$ cat config.mk
export PLATFORM = sky130hd
export DESIGN_NAME = bitcoin_block_stream_parser_top
export DESIGN_NICKNAME = d
export VERILOG_FILES = /design/src/bbsp_pkg.sv /design/src/bitcoin_block_stream_parser_top.sv
export SDC_FILE = /design/constraint.sdc
export NUM_CORES = 2
export LEC_CHECK = 0
export BUFFER_PORTS_ARGS = -buffer_cell sky130_fd_sc_hd__buf_2
export CORE_ASPECT_RATIO = 0.9
export CORE_MARGIN = 2
export CORE_UTILIZATION = 55
export DETAILED_ROUTE_END_ITERATION = 10
export PLACE_DENSITY = 0.75
export RECOVER_POWER = 25
export REMOVE_ABC_BUFFERS = 1
export SLEW_MARGIN = 0
export SYNTH_ARGS = -nofsm -noshare
export SYNTH_HDL_FRONTEND = slang
export SYNTH_SLANG_ARGS = --single-unit
$ cat constraint.sdc
create_clock -name clk -period 6.2 [get_ports clk]
set_clock_uncertainty 0.1 [all_clocks]
set_input_delay 0.62 -clock clk [delete_from_list [all_inputs] [get_ports clk]]
set_output_delay 0.62 -clock clk [all_outputs]
set_load 0.005 [all_outputs]
$ cat src/bbsp_pkg.sv
`timescale 1ns / 1ps
package bbsp_pkg;

  // Field class codes carried on each result
  localparam logic [4:0] FC_HEADER   = 5'd0;
  localparam logic [4:0] FC_TXCOUNT  = 5'd1;
  localparam logic [4:0] FC_VERSION  = 5'd2;
  localparam logic [4:0] FC_MARKER   = 5'd3;
  localparam logic [4:0] FC_INCOUNT  = 5'd4;
  localparam logic [4:0] FC_OUTPOINT = 5'd5;
  localparam logic [4:0] FC_SIGLEN   = 5'd6;
  localparam logic [4:0] FC_SIG      = 5'd7;
  localparam logic [4:0] FC_SEQUENCE = 5'd8;
  localparam logic [4:0] FC_OUTCOUNT = 5'd9;
  localparam logic [4:0] FC_VALUE    = 5'd10;
  localparam logic [4:0] FC_SPKLEN   = 5'd11;
  localparam logic [4:0] FC_SPK      = 5'd12;
  localparam logic [4:0] FC_WITCOUNT = 5'd13;
  localparam logic [4:0] FC_ITEMLEN  = 5'd14;
  localparam logic [4:0] FC_ITEM     = 5'd15;
  localparam logic [4:0] FC_LOCKTIME = 5'd16;

  // Status codes
  localparam logic [3:0] ST_BUSY        = 4'd0;
  localparam logic [3:0] ST_OK          = 4'd1;
  localparam logic [3:0] ST_TRUNCATED   = 4'd2;
  localparam logic [3:0] ST_BAD_FLAG    = 4'd3;
  localparam logic [3:0] ST_ZERO_INPUTS = 4'd4;
  localparam logic [3:0] ST_TRAILING    = 4'd5;
  localparam logic [3:0] ST_NO_TX       = 4'd6;
  localparam logic [3:0] ST_NOT_CB      = 4'd7;
  localparam logic [3:0] ST_NO_COMMIT   = 4'd8;
  localparam logic [3:0] ST_BAD_CB_WIT  = 4'd9;
  localparam logic [3:0] ST_HELD        = 4'd10;

  localparam logic [33:0] W34_MAX = 34'h3FFFFFFFF;
  localparam int HEADER_BYTES = 80;

  // Witness commitment scriptPubKey prefix
  function automatic logic [7:0] commit_prefix(input logic [2:0] k);
    case (k)
      3'd0: commit_prefix = 8'h6A;
      3'd1: commit_prefix = 8'h24;
      3'd2: commit_prefix = 8'hAA;
      3'd3: commit_prefix = 8'h21;
      3'd4: commit_prefix = 8'hA9;
      default: commit_prefix = 8'hED;
    endcase
  endfunction

endpackage

$ cat src/bitcoin_block_stream_parser_top.sv
// Each accepted byte's result is written to the output register in the next cycle.
// Throughput: one byte per cycle while out_stall is low; the whole parse is one
// combinational pass over phase counters, input handshake to output register.
// Reset: synchronous active-low rst_n returns the parser to the header phase
// and empties the output register; the last byte of a block also restarts the parser.
`timescale 1ns / 1ps
module bitcoin_block_stream_parser_top #(
  parameter int LENGTH_BITS = 32
) (
  input  logic        clk,
  input  logic        rst_n,
  input  logic        in_valid,
  output logic        in_stall,
  input  logic [7:0]  in_byte_value,
  input  logic        in_last_byte,
  output logic        out_valid,
  input  logic        out_stall,
  output logic [4:0]  out_field_class,
  output logic        out_in_stripped,
  output logic        out_in_full,
  output logic        out_tx_end,
  output logic        out_tx_segwit,
  output logic        out_tx_coinbase,
  output logic        out_commitment_first,
  output logic        out_commitment_byte,
  output logic [3:0]  out_status,
  output logic [33:0] out_block_weight,
  output logic [31:0] out_tx_total
);
  import bbsp_pkg::*;

  localparam int LB = LENGTH_BITS;
  localparam logic [63:0] LEN_MAX64 =
    (LENGTH_BITS >= 64) ? {64{1'b1}} : ((64'd1 << LENGTH_BITS) - 64'd1);

  typedef enum logic [4:0] {
    P_HDR, P_TXCNT, P_VER, P_MARK, P_FLAG, P_INCNT, P_OUTPT, P_SIGLEN, P_SIG,
    P_SEQ, P_OUTCNT, P_VALUE, P_SPKLEN, P_SPK, P_WITCNT, P_ITEMLEN, P_ITEM,
    P_LOCK, P_DONE, P_ERR
  } phase_t;

  typedef logic [LB-1:0] len_t;

  phase_t      phase_r, phase_nxt;
  len_t        fbl_r, fbl_nxt;
  logic [63:0] acc_r, acc_nxt;
  logic [3:0]  cwl_r, cwl_nxt;
  logic [2:0]  pos_r, pos_nxt;
  len_t        tx_left_r, tx_left_nxt;
  len_t        tx_seen_r, tx_seen_nxt;
  len_t        in_tot_r, in_tot_nxt;
  len_t        in_left_r, in_left_nxt;
  len_t        out_left_r, out_left_nxt;
  len_t        wit_left_r, wit_left_nxt;
  len_t        tot_len_r, tot_len_nxt;
  len_t        str_len_r, str_len_nxt;
  logic        txf_segwit_r, txf_segwit_nxt;
  logic        txf_nullop_r, txf_nullop_nxt;
  logic        cbk_commit_r, cbk_commit_nxt;
  logic        cbk_witness_r, cbk_witness_nxt;
  logic        cbk_coinbase_r, cbk_coinbase_nxt;
  logic        cbk_wcount1_r, cbk_wcount1_nxt;
  logic        cbk_wlen32_r, cbk_wlen32_nxt;
  logic [5:0]  cm_r, cm_nxt;
  logic [3:0]  err_r, err_nxt;

  logic        out_valid_r;
  logic [4:0]  cls_r, cls_nxt;
  logic        s_r, s_nxt, f_r, f_nxt, te_r, te_nxt, sw_r, sw_nxt;
  logic        cb_r, cb_nxt, cf_r, cf_nxt, cbyte_r, cbyte_nxt;
  logic [3:0]  st_r, st_nxt;
  logic [33:0] w_r, w_nxt;
  logic [31:0] tt_r, tt_nxt;

  logic in_acc;

  assign in_stall = out_valid_r && out_stall;
  assign in_acc   = in_valid && !in_stall;

  // Parse one byte
  always_comb begin
    logic        done;
    len_t        v;
    logic [5:0]  k;
    logic [66:0] wsum;
    logic [63:0] ts64;
    logic [7:0]  b;
    b = in_byte_value;
    phase_nxt = phase_r; fbl_nxt = fbl_r; acc_nxt = acc_r; cwl_nxt = cwl_r;
    pos_nxt = pos_r; tx_left_nxt = tx_left_r; tx_seen_nxt = tx_seen_r;
    in_tot_nxt = in_tot_r; in_left_nxt = in_left_r; out_left_nxt = out_left_r;
    wit_left_nxt = wit_left_r; tot_len_nxt = tot_len_r; str_len_nxt = str_len_r;
    txf_segwit_nxt = txf_segwit_r; txf_nullop_nxt = txf_nullop_r;
    cbk_commit_nxt = cbk_commit_r; cbk_witness_nxt = cbk_witness_r;
    cbk_coinbase_nxt = cbk_coinbase_r; cbk_wcount1_nxt = cbk_wcount1_r;
    cbk_wlen32_nxt = cbk_wlen32_r; cm_nxt = cm_r; err_nxt = err_r;
    cls_nxt = FC_HEADER; s_nxt = 1'b0; f_nxt = 1'b0; te_nxt = 1'b0; sw_nxt = 1'b0;
    cb_nxt = 1'b0; cf_nxt = 1'b0; cbyte_nxt = 1'b0; st_nxt = ST_BUSY;
    w_nxt = '0; tt_nxt = '0; done = 1'b0; v = '0; k = '0; wsum = '0; ts64 = '0;

    // Zero after version is the marker; anything else starts the input count
    if (phase_nxt == P_MARK && b != 8'd0) phase_nxt = P_INCNT;

    // Label the byte and count lengths
    case (phase_nxt)
      P_HDR:     cls_nxt = FC_HEADER;
      P_TXCNT:   cls_nxt = FC_TXCOUNT;
      P_VER:     cls_nxt = FC_VERSION;
      P_MARK:    cls_nxt = FC_MARKER;
      P_FLAG:    cls_nxt = FC_MARKER;
      P_INCNT:   cls_nxt = FC_INCOUNT;
      P_OUTPT:   cls_nxt = FC_OUTPOINT;
      P_SIGLEN:  cls_nxt = FC_SIGLEN;
      P_SIG:     cls_nxt = FC_SIG;
      P_SEQ:     cls_nxt = FC_SEQUENCE;
      P_OUTCNT:  cls_nxt = FC_OUTCOUNT;
      P_VALUE:   cls_nxt = FC_VALUE;
      P_SPKLEN:  cls_nxt = FC_SPKLEN;
      P_SPK:     cls_nxt = FC_SPK;
      P_WITCNT:  cls_nxt = FC_WITCOUNT;
      P_ITEMLEN: cls_nxt = FC_ITEMLEN;
      P_ITEM:    cls_nxt = FC_ITEM;
      P_LOCK:    cls_nxt = FC_LOCKTIME;
      default:   cls_nxt = FC_HEADER;
    endcase
    if (phase_nxt != P_DONE && phase_nxt != P_ERR) begin
      s_nxt = !(cls_nxt inside {FC_MARKER, FC_WITCOUNT, FC_ITEMLEN, FC_ITEM});
      f_nxt = cls_nxt >= FC_VERSION;
      if (tot_len_nxt != '1) tot_len_nxt = tot_len_nxt + len_t'(1);
      if (s_nxt && str_len_nxt != '1) str_len_nxt = str_len_nxt + len_t'(1);
    end

    case (phase_nxt)
      P_TXCNT, P_INCNT, P_SIGLEN, P_OUTCNT, P_SPKLEN, P_WITCNT, P_ITEMLEN: begin
        // Decode compact size
        if (cwl_nxt == 4'd0) begin
          if (b < 8'd253) begin
            v = len_t'(b);
            done = 1'b1;
          end else begin
            cwl_nxt = (b == 8'd253) ? 4'd2 : (b == 8'd254) ? 4'd4 : 4'd8;
            acc_nxt = '0;
            pos_nxt = '0;
          end
        end else begin
          acc_nxt[{pos_nxt, 3'b000} +: 8] = b;
          pos_nxt = pos_nxt + 3'd1;
          cwl_nxt = cwl_nxt - 4'd1;
          if (cwl_nxt == 4'd0) begin
            v = len_t'((acc_nxt > LEN_MAX64) ? LEN_MAX64 : acc_nxt);
            done = 1'b1;
          end
        end
        if (done) begin
          case (phase_nxt)
            P_TXCNT: begin
              tx_left_nxt = v;
              if (v == '0) phase_nxt = P_DONE;
              else begin
                phase_nxt = P_VER; fbl_nxt = len_t'(4); txf_segwit_nxt = 1'b0;
                txf_nullop_nxt = 1'b0;
              end
            end
            P_INCNT: begin
              if (v == '0) begin
                if (err_nxt == 4'd0) err_nxt = ST_ZERO_INPUTS;
                phase_nxt = P_ERR;
              end else begin
                in_tot_nxt = v; in_left_nxt = v; txf_nullop_nxt = 1'b1;
                phase_nxt = P_OUTPT; fbl_nxt = len_t'(36);
              end
            end
            P_SIGLEN: begin
              if (v == '0) begin phase_nxt = P_SEQ; fbl_nxt = len_t'(4); end
              else begin phase_nxt = P_SIG; fbl_nxt = v; end
            end
            P_OUTCNT: begin
              out_left_nxt = v;
              if (v != '0) begin phase_nxt = P_VALUE; fbl_nxt = len_t'(8); end
              else if (txf_segwit_nxt) begin
                in_left_nxt = in_tot_nxt; phase_nxt = P_WITCNT;
              end else begin phase_nxt = P_LOCK; fbl_nxt = len_t'(4); end
            end
            P_SPKLEN: begin
              cm_nxt = (tx_seen_nxt == '0 && v >= len_t'(38)) ? 6'd1 : 6'd0;
              if (v != '0) begin phase_nxt = P_SPK; fbl_nxt = v; end
              else begin
                out_left_nxt = out_left_nxt - len_t'(1);
                if (out_left_nxt != '0) begin phase_nxt = P_VALUE; fbl_nxt = len_t'(8); end
                else if (txf_segwit_nxt) begin
                  in_left_nxt = in_tot_nxt; phase_nxt = P_WITCNT;
                end else begin phase_nxt = P_LOCK; fbl_nxt = len_t'(4); end
              end
            end
            P_WITCNT: begin
              if (tx_seen_nxt == '0 && in_left_nxt == in_tot_nxt && v == len_t'(1))
                cbk_wcount1_nxt = 1'b1;
              wit_left_nxt = v;
              if (v != '0) phase_nxt = P_ITEMLEN;
              else begin
                in_left_nxt = in_left_nxt - len_t'(1);
                if (in_left_nxt != '0) phase_nxt = P_WITCNT;
                else begin phase_nxt = P_LOCK; fbl_nxt = len_t'(4); end
              end
            end
            default: begin
              if (tx_seen_nxt == '0 && in_left_nxt == in_tot_nxt && cbk_wcount1_nxt &&
                  v == len_t'(32))
                cbk_wlen32_nxt = 1'b1;
              if (v != '0) begin phase_nxt = P_ITEM; fbl_nxt = v; end
              else begin
                wit_left_nxt = wit_left_nxt - len_t'(1);
                if (wit_left_nxt != '0) phase_nxt = P_ITEMLEN;
                else begin
                  in_left_nxt = in_left_nxt - len_t'(1);
                  if (in_left_nxt != '0) phase_nxt = P_WITCNT;
                  else begin phase_nxt = P_LOCK; fbl_nxt = len_t'(4); end
                end
              end
            end
          endcase
        end
      end
      P_MARK: phase_nxt = P_FLAG;
      P_FLAG: begin
        if (b != 8'h01) begin
          if (err_nxt == 4'd0) err_nxt = ST_BAD_FLAG;
          phase_nxt = P_ERR;
        end else begin
          txf_segwit_nxt = 1'b1; cbk_witness_nxt = 1'b1; phase_nxt = P_INCNT;
        end
      end
      P_DONE: begin
        if (err_nxt == 4'd0) err_nxt = ST_TRAILING;
        phase_nxt = P_ERR;
      end
      P_ERR: ;
      default: begin
        // Null outpoint check on the first input
        if (phase_nxt == P_OUTPT && in_left_nxt == in_tot_nxt) begin
          if (b != ((fbl_nxt > len_t'(4)) ? 8'h00 : 8'hFF)) txf_nullop_nxt = 1'b0;
        end
        // Track the witness commitment pattern
        if (phase_nxt == P_SPK && cm_nxt != 6'd0) begin
          k = cm_nxt - 6'd1;
          if (k < 6'd6) begin
            if (b == commit_prefix(k[2:0])) begin
              cm_nxt = cm_nxt + 6'd1;
              if (k == 6'd5) cbk_commit_nxt = 1'b1;
            end else cm_nxt = 6'd0;
          end else begin
            cbyte_nxt = 1'b1;
            cf_nxt = k == 6'd6;
            cm_nxt = (k >= 6'd37) ? 6'd0 : cm_nxt + 6'd1;
          end
        end
        fbl_nxt = fbl_nxt - len_t'(1);
        if (fbl_nxt == '0) begin
          case (phase_nxt)
            P_HDR:   phase_nxt = P_TXCNT;
            P_VER:   phase_nxt = P_MARK;
            P_OUTPT: phase_nxt = P_SIGLEN;
            P_SIG:   begin phase_nxt = P_SEQ; fbl_nxt = len_t'(4); end
            P_SEQ: begin
              in_left_nxt = in_left_nxt - len_t'(1);
              if (in_left_nxt != '0) begin phase_nxt = P_OUTPT; fbl_nxt = len_t'(36); end
              else phase_nxt = P_OUTCNT;
            end
            P_VALUE: phase_nxt = P_SPKLEN;
            P_SPK: begin
              out_left_nxt = out_left_nxt - len_t'(1);
              if (out_left_nxt != '0) begin phase_nxt = P_VALUE; fbl_nxt = len_t'(8); end
              else if (txf_segwit_nxt) begin
                in_left_nxt = in_tot_nxt; phase_nxt = P_WITCNT;
              end else begin phase_nxt = P_LOCK; fbl_nxt = len_t'(4); end
            end
            P_ITEM: begin
              wit_left_nxt = wit_left_nxt - len_t'(1);
              if (wit_left_nxt != '0) phase_nxt = P_ITEMLEN;
              else begin
                in_left_nxt = in_left_nxt - len_t'(1);
                if (in_left_nxt != '0) phase_nxt = P_WITCNT;
                else begin phase_nxt = P_LOCK; fbl_nxt = len_t'(4); end
              end
            end
            default: begin
              // End of transaction
              te_nxt = 1'b1;
              sw_nxt = txf_segwit_nxt;
              cb_nxt = in_tot_nxt == len_t'(1) && txf_nullop_nxt;
              if (tx_seen_nxt == '0 && cb_nxt) cbk_coinbase_nxt = 1'b1;
              if (tx_seen_nxt != '1) tx_seen_nxt = tx_seen_nxt + len_t'(1);
              tx_left_nxt = tx_left_nxt - len_t'(1);
              if (tx_left_nxt != '0) begin
                phase_nxt = P_VER; fbl_nxt = len_t'(4); txf_segwit_nxt = 1'b0;
                txf_nullop_nxt = 1'b0;
              end else phase_nxt = P_DONE;
            end
          endcase
        end
      end
    endcase

    if (!te_nxt && cls_nxt >= FC_VERSION && phase_nxt != P_ERR) sw_nxt = txf_segwit_nxt;
    if (cls_nxt == FC_HEADER && phase_nxt == P_ERR) begin s_nxt = 1'b0; f_nxt = 1'b0; end

    // Verdict on the last byte, then restart
    if (!in_last_byte) begin
      st_nxt = (err_nxt != 4'd0) ? ST_HELD : ST_BUSY;
    end else begin
      if (err_nxt != 4'd0) st_nxt = err_nxt;
      else if (phase_nxt != P_DONE) st_nxt = ST_TRUNCATED;
      else if (tx_seen_nxt == '0) st_nxt = ST_NO_TX;
      else if (cbk_commit_nxt || cbk_witness_nxt) begin
        if (!cbk_coinbase_nxt) st_nxt = ST_NOT_CB;
        else if (!cbk_commit_nxt) st_nxt = ST_NO_COMMIT;
        else if (cbk_witness_nxt && !(cbk_wcount1_nxt && cbk_wlen32_nxt))
          st_nxt = ST_BAD_CB_WIT;
        else st_nxt = ST_OK;
      end else st_nxt = ST_OK;
      if (st_nxt == ST_OK) begin
        wsum = 67'(str_len_nxt) + (67'(str_len_nxt) << 1) + 67'(tot_len_nxt);
        w_nxt = (wsum > 67'(W34_MAX)) ? W34_MAX : wsum[33:0];
        ts64 = 64'(tx_seen_nxt);
        tt_nxt = (ts64 > 64'hFFFFFFFF) ? 32'hFFFFFFFF : ts64[31:0];
      end
      phase_nxt = P_HDR; fbl_nxt = len_t'(HEADER_BYTES); acc_nxt = '0; cwl_nxt = '0;
      pos_nxt = '0; tx_left_nxt = '0; tx_seen_nxt = '0; in_tot_nxt = '0;
      in_left_nxt = '0; out_left_nxt = '0; wit_left_nxt = '0; tot_len_nxt = '0;
      str_len_nxt = '0; txf_segwit_nxt = 1'b0; txf_nullop_nxt = 1'b0;
      cbk_commit_nxt = 1'b0; cbk_witness_nxt = 1'b0; cbk_coinbase_nxt = 1'b0;
      cbk_wcount1_nxt = 1'b0; cbk_wlen32_nxt = 1'b0; cm_nxt = '0; err_nxt = '0;
    end
  end

  // Hold parse state and the output register
  always_ff @(posedge clk) begin
    if (!rst_n) begin
      phase_r <= P_HDR; fbl_r <= len_t'(HEADER_BYTES); acc_r <= '0; cwl_r <= '0;
      pos_r <= '0; tx_left_r <= '0; tx_seen_r <= '0; in_tot_r <= '0; in_left_r <= '0;
      out_left_r <= '0; wit_left_r <= '0; tot_len_r <= '0; str_len_r <= '0;
      txf_segwit_r <= 1'b0; txf_nullop_r <= 1'b0; cbk_commit_r <= 1'b0;
      cbk_witness_r <= 1'b0; cbk_coinbase_r <= 1'b0; cbk_wcount1_r <= 1'b0;
      cbk_wlen32_r <= 1'b0; cm_r <= '0; err_r <= '0; out_valid_r <= 1'b0;
    end else if (in_acc) begin
      phase_r <= phase_nxt; fbl_r <= fbl_nxt; acc_r <= acc_nxt; cwl_r <= cwl_nxt;
      pos_r <= pos_nxt; tx_left_r <= tx_left_nxt; tx_seen_r <= tx_seen_nxt;
      in_tot_r <= in_tot_nxt; in_left_r <= in_left_nxt; out_left_r <= out_left_nxt;
      wit_left_r <= wit_left_nxt; tot_len_r <= tot_len_nxt; str_len_r <= str_len_nxt;
      txf_segwit_r <= txf_segwit_nxt; txf_nullop_r <= txf_nullop_nxt;
      cbk_commit_r <= cbk_commit_nxt; cbk_witness_r <= cbk_witness_nxt;
      cbk_coinbase_r <= cbk_coinbase_nxt; cbk_wcount1_r <= cbk_wcount1_nxt;
      cbk_wlen32_r <= cbk_wlen32_nxt; cm_r <= cm_nxt; err_r <= err_nxt;
      out_valid_r <= 1'b1;
    end else if (!out_stall) begin
      out_valid_r <= 1'b0;
    end
  end

  // Load the result payload
  always_ff @(posedge clk) begin
    if (in_acc) begin
      cls_r <= cls_nxt; s_r <= s_nxt; f_r <= f_nxt; te_r <= te_nxt; sw_r <= sw_nxt;
      cb_r <= cb_nxt; cf_r <= cf_nxt; cbyte_r <= cbyte_nxt; st_r <= st_nxt;
      w_r <= w_nxt; tt_r <= tt_nxt;
    end
  end

  assign out_valid            = out_valid_r;
  assign out_field_class      = cls_r;
  assign out_in_stripped      = s_r;
  assign out_in_full          = f_r;
  assign out_tx_end           = te_r;
  assign out_tx_segwit        = sw_r;
  assign out_tx_coinbase      = cb_r;
  assign out_commitment_first = cf_r;
  assign out_commitment_byte  = cbyte_r;
  assign out_status           = st_r;
  assign out_block_weight     = w_r;
  assign out_tx_total         = tt_r;

  a_cb_at_end: assert property (@(posedge clk) disable iff (!rst_n)
    out_valid && out_tx_coinbase |-> out_tx_end)
    else $error("coinbase flag outside transaction end");
  a_end_lock: assert property (@(posedge clk) disable iff (!rst_n)
    out_valid && out_tx_end |-> out_field_class == FC_LOCKTIME)
    else $error("transaction end not on locktime byte");
  a_cf_byte: assert property (@(posedge clk) disable iff (!rst_n)
    out_valid && out_commitment_first |-> out_commitment_byte && out_field_class == FC_SPK)
    else $error("commitment start outside commitment bytes");
  a_totals: assert property (@(posedge clk) disable iff (!rst_n)
    out_valid && out_status != ST_OK |-> out_block_weight == '0 && out_tx_total == '0)
    else $error("totals reported without ok status");
  a_reset_after_last: assert property (@(posedge clk) disable iff (!rst_n)
    in_acc && in_last_byte |=> phase_r == P_HDR && err_r == 4'd0)
    else $error("parser not restarted after last byte");

endmodule

==> results by group <==
Routing
  – DRT iter0 DRCs: 5799
  – # DRC: 0
  – Number of vias per cell: 6.70
  – Detailed-routing iteration count for the pre-antenna-repair pass: 8
  – Average wire per standard cell: 22.3 µm
  – Count of antenna-violating nets left after detailed routing: 0
  – Total Wirelength: 127000 µm
  – DR vias: 38200

Power and ir drop
  – Clk network pwr share: 41.7%
  – Fraction of power consumed by combinational cells: 19.0%
  – Power density cells: 209 mW/mm²
  – Switching pwr: 0.00253 W
  – Portion of total power attributed to sequential cells: 39.2%
  – Max rail drop VDD: 0.000218 V
  – Fraction of power spent switching nets: 30.8%
  – Cell Int Power: 0.00569 W
  – Static leakage power: 14.5 nW

Placement
  – HPWL reported at the end of detailed placement: 85700 µm
  – Count of placed standard cells including taps: 5602
  – Global placement routability congestion: 1.05
  – Total placed instance area: 0.0373 mm²
  – Count of port buffers added during placement: 96

Min path
  – Start point of the worst min-delay path: in_valid
  – Path type of the worst min-delay path: in2reg
  – Sink of the worst hold path: out_valid
  – Worst hold path stage count: 2

Clock tree
  – CTS tree: built
  – Maximum level of the CTS H-tree: 2
  – Maximum buffer depth of the clock tree: 3
  – Clk Tree Root Cell: sky130_fd_sc_hd__clkbuf_16
  – TritonCTS Buffers: 52
  – Clock insertion delay at the later pin of the skew report: 0.66 ns
  – Reg clk slew, reported paths: 0.06 ns
  – Count of clock tree sinks: 464
  – # hold bufs at CTS: 0

Layout
  – Area added between synthesis and finish: 11.8%
  – Fin nets: 4917
  – Area of all placed cells without fillers: 0.0393 mm²
  – Count of fill cells added during filler insertion: 5764
  – Max FFs per register: 64
  – Filler-free cell count of the finished design: 5704
  – Register containing the most flip-flops in the final layout: acc_r
  – Fraction of layout instances using a drive strength above 1: 12.0%

Flow run
  – Max-Cap Viols: 3

Timing
  – Number of hold violations in the final report: 0
  – Number of endpoints failing setup at the final stage: 0
  – Final period utilization: 97.3%
  – Top achievable clock speed: 166 MHz
  – Worst slack on hold paths: 0.114 ns
  – Worst slew pin tran: 2.18 ns
  – Rel. slew slack: -45.7%
  – Max Slew Vio Count: 143
  – Tmin final: 6.03 ns
  – Setup TNS Final: 0 ns

Floorplanning
  – Io pins: 97
  – Die width: 271 µm
  – Floorplan core area: 0.0629 mm²
  – Die Height: 244 µm
  – Total Die Area: 0.0660 mm²
  – Initial standard-cell utilization of the core: 55.9%
  – Total number of placement rows: 87

Synthesis
  – Cell area after synthesis: 0.0352 mm²
  – Number of synthesized flops with an enable pin: 82
  – Flip-flop and latch count after synthesis: 464
  – Seq/Total Area, Yosys: 28.7%
  – Post-synthesis instance total: 4791
  – Post-synth ARST share: 0%
  – Count of cell types in the netlist: 101
  – Commonest register cell after synthesis: sky130_fd_sc_hd__dfxtp_1
  – Per-instance average area after synthesis: 7.34 µm²
  – Warnings, synthesis: 0

Global route
  – Global-route wire length before repair: 195000 µm
  – Overall Global Routing Usage: 36.6%
  – Initial antenna violation count: 4
  – Maximum number of pins on one net before global-route repair: 123
  – GRT Residual Overflow: 0
  – Via count of the first global-routing pass: 33700

Worst setup path
  – Minimum setup slack among reg-to-reg paths: 0.17 ns
  – Crit path arrival time: 6.35 ns
  – Max FO, Critical Path: 67
  – Start-to-end type of the worst setup path: reg2reg
  – Crit Reg-Reg Endpoint: out_block_weight[27]
  – Logic depth of the worst register-to-register path: 17
  – Critical Path Start Type: flop
  – Worst flop-to-flop path startpoint: pos_r[0]
  – Required time of the critical path: 6.52 ns
  – CP Capture Type: flop

Outcome
  – Status: finished with violations
  – Violated checks: capacitance limit, slew limit
==> timing repair <==
| action | in CTS | in global routing |
|---|---|---|
| resized for setup | 9 | 30 |
| pin swaps | 2 | 7 |
| endpoints found under the setup margin | 7 | 8 |
| setup buffers | 1 | 2 |
==> cell usage in the layout (no fill, tap or decap), types with 110 or more instances in the layout <==
cell type / Yosys / layout
sky130_fd_sc_hd__nor3_1: 232 / 227
sky130_fd_sc_hd__nor4_1: 116 / 115
sky130_fd_sc_hd__nand3_1: 111 / 110
sky130_fd_sc_hd__dfxtp_1: 382 / 381
sky130_fd_sc_hd__nand2_1: 454 / 451
sky130_fd_sc_hd__o21ai_0: 378 / 372
sky130_fd_sc_hd__xnor2_1: 168 / 163
sky130_fd_sc_hd__a21oi_1: 445 / 442
sky130_fd_sc_hd__nor2_1: 655 / 649
sky130_fd_sc_hd__buf_4: 4 / 266
==> cells by family (layout without fill, tap and decap cells) <==
| kind of cell | count (synthesis) | in the layout | synth area share (%) |
|---|---|---|---|
| other | 0 | 2 | 0 |
| AND/OR/NAND/NOR | 2044 | 2044 | 29.0 |
| flip-flops | 464 | 464 | 28.7 |
| multiplexers | 92 | 92 | 2.66 |
| adder cells (fa/ha/maj) | 90 | 90 | 3.89 |
| AO/OA/AOI/OAI | 1349 | 1349 | 23.8 |
| XOR/XNOR | 264 | 264 | 6.57 |
| buffers and inverters | 488 | 554 | 5.41 |
==> critical path, cell delays in order, from the launching register on <==
cell,delay (ns)
sky130_fd_sc_hd__dfxtp_1,0.47
sky130_fd_sc_hd__inv_1,0.14
sky130_fd_sc_hd__ha_1,0.22
sky130_fd_sc_hd__ha_1,0.39
sky130_fd_sc_hd__nor3_1,0.31
sky130_fd_sc_hd__mux2_2,0.38
sky130_fd_sc_hd__nor4_2,0.25
sky130_fd_sc_hd__buf_4,0.18
sky130_fd_sc_hd__a41oi_1,0.52
sky130_fd_sc_hd__a221oi_2,0.45
sky130_fd_sc_hd__nand2_1,0.20
sky130_fd_sc_hd__a211o_1,0.31
sky130_fd_sc_hd__o31ai_1,0.33
sky130_fd_sc_hd__o211ai_1,0.33
sky130_fd_sc_hd__nor4b_4,0.43
sky130_fd_sc_hd__o21ai_4,0.09
sky130_fd_sc_hd__buf_12,0.22
sky130_fd_sc_hd__a2111oi_2,0.37
==> metrics by stage <==
step | utilization [%] | worst slack (ns) | total power (W)
floorplan | - | -1.61 | 0.00428
global placement | 59.3 | -0.727 | 0.00477
detailed placement | 59.3 | -0.855 | 0.00479
CTS | 62.4 | 0.00395 | 0.00818
global route | 62.5 | -0.0531 | 0.00850
finish | 62.5 | 0.165 | 0.00823
==> routing by layer <==
layer	up-vias	part of all wire (%)	global-route usage [%]
met4	4	4.6	15.2
met3	452	14	9.85
li1	17600	-	-
met5	-	0.021	0
met1	17700	41	51.9
met2	2469	40	52.3
==> worst max path at each step <==
| stage | end | depth (start not counted) | start | slack, ns |
|---|---|---|---|---|
| 2_1_floorplan | acc_r[31] | 6 | out_stall | -1.61 |
| 3_3_place_gp | out_block_weight[30] | 28 | in_byte_value[4] | -0.73 |
| 3_5_place_dp | out_block_weight[30] | 28 | in_byte_value[6] | -0.85 |
| 4_1_cts | out_block_weight[32] | 28 | in_byte_value[6] | 0.004 |
| 5_1_grt | out_block_weight[33] | 28 | phase_r[2] | -0.05 |
| 6_report | out_block_weight[27] | 17 | pos_r[0] | 0.17 |
==> cell usage after synthesis (all sizes together) (12+ instances only) <==
cell type	number	area share, %
nand3b	18	0.38
or3	60	1.1
a211o	14	0.35
xor2	96	2.4
fa	32	1.8
a22oi	64	1.4
dfxtp	382	22
nand3	111	1.6
o221ai	31	0.77
a2111oi	40	1.0
buf	41	0.64
inv	83	0.89
or4	28	0.61
o21bai	13	0.28
a32oi	29	0.72
and2	32	0.57
o22ai	22	0.39
nand2b	27	0.48
clkbuf	361	3.9
nor4	125	2.4
nor3b	19	0.42
nand4	57	1.0
nand4b	20	0.50
or2	26	0.46
o31ai	20	0.47
a31oi	67	1.2
o21a	16	0.34
a21oi	445	6.3
o21ai	383	5.5
and4	22	0.55
mux2i	81	2.3
a211oi	31	0.66
ha	58	2.1
o211ai	27	0.58
a221oi	28	0.72
nor3	274	4.5
edfxtp	82	7.0
nor2	656	7.0
nor2b	14	0.25
nor4b	25	0.78
and3	57	1.0
a21o	12	0.26
xnor2	168	4.2
nand2	454	4.8
==> power by group through the flow <==
stage	Combinational (W)	Sequential (W)	Clock [W]
3_5_place_dp	0.00150	0.00329	0
5_1_grt	0.00169	0.00324	0.00357
6_report	0.00157	0.00323	0.00343
2_1_floorplan	0.00101	0.00327	0
4_1_cts	0.00151	0.00322	0.00344
3_3_place_gp	0.00149	0.00329	0
==> layout make-up <==
cell class / instances / area (µm²) / share of cell area, %
clock inverter: 28 / 362 / 0.920
antenna: 2 / 5.00 / 0.0127
clock buffer: 69 / 1520 / 3.86
timing repair buffer: 371 / 2500 / 6.36
sequential: 464 / 10100 / 25.7
tap: 845 / 1060 / 2.69
multi-input combinational: 3839 / 23400 / 59.6
inverter: 86 / 333 / 0.847
(Power assumes the default switching activity.)
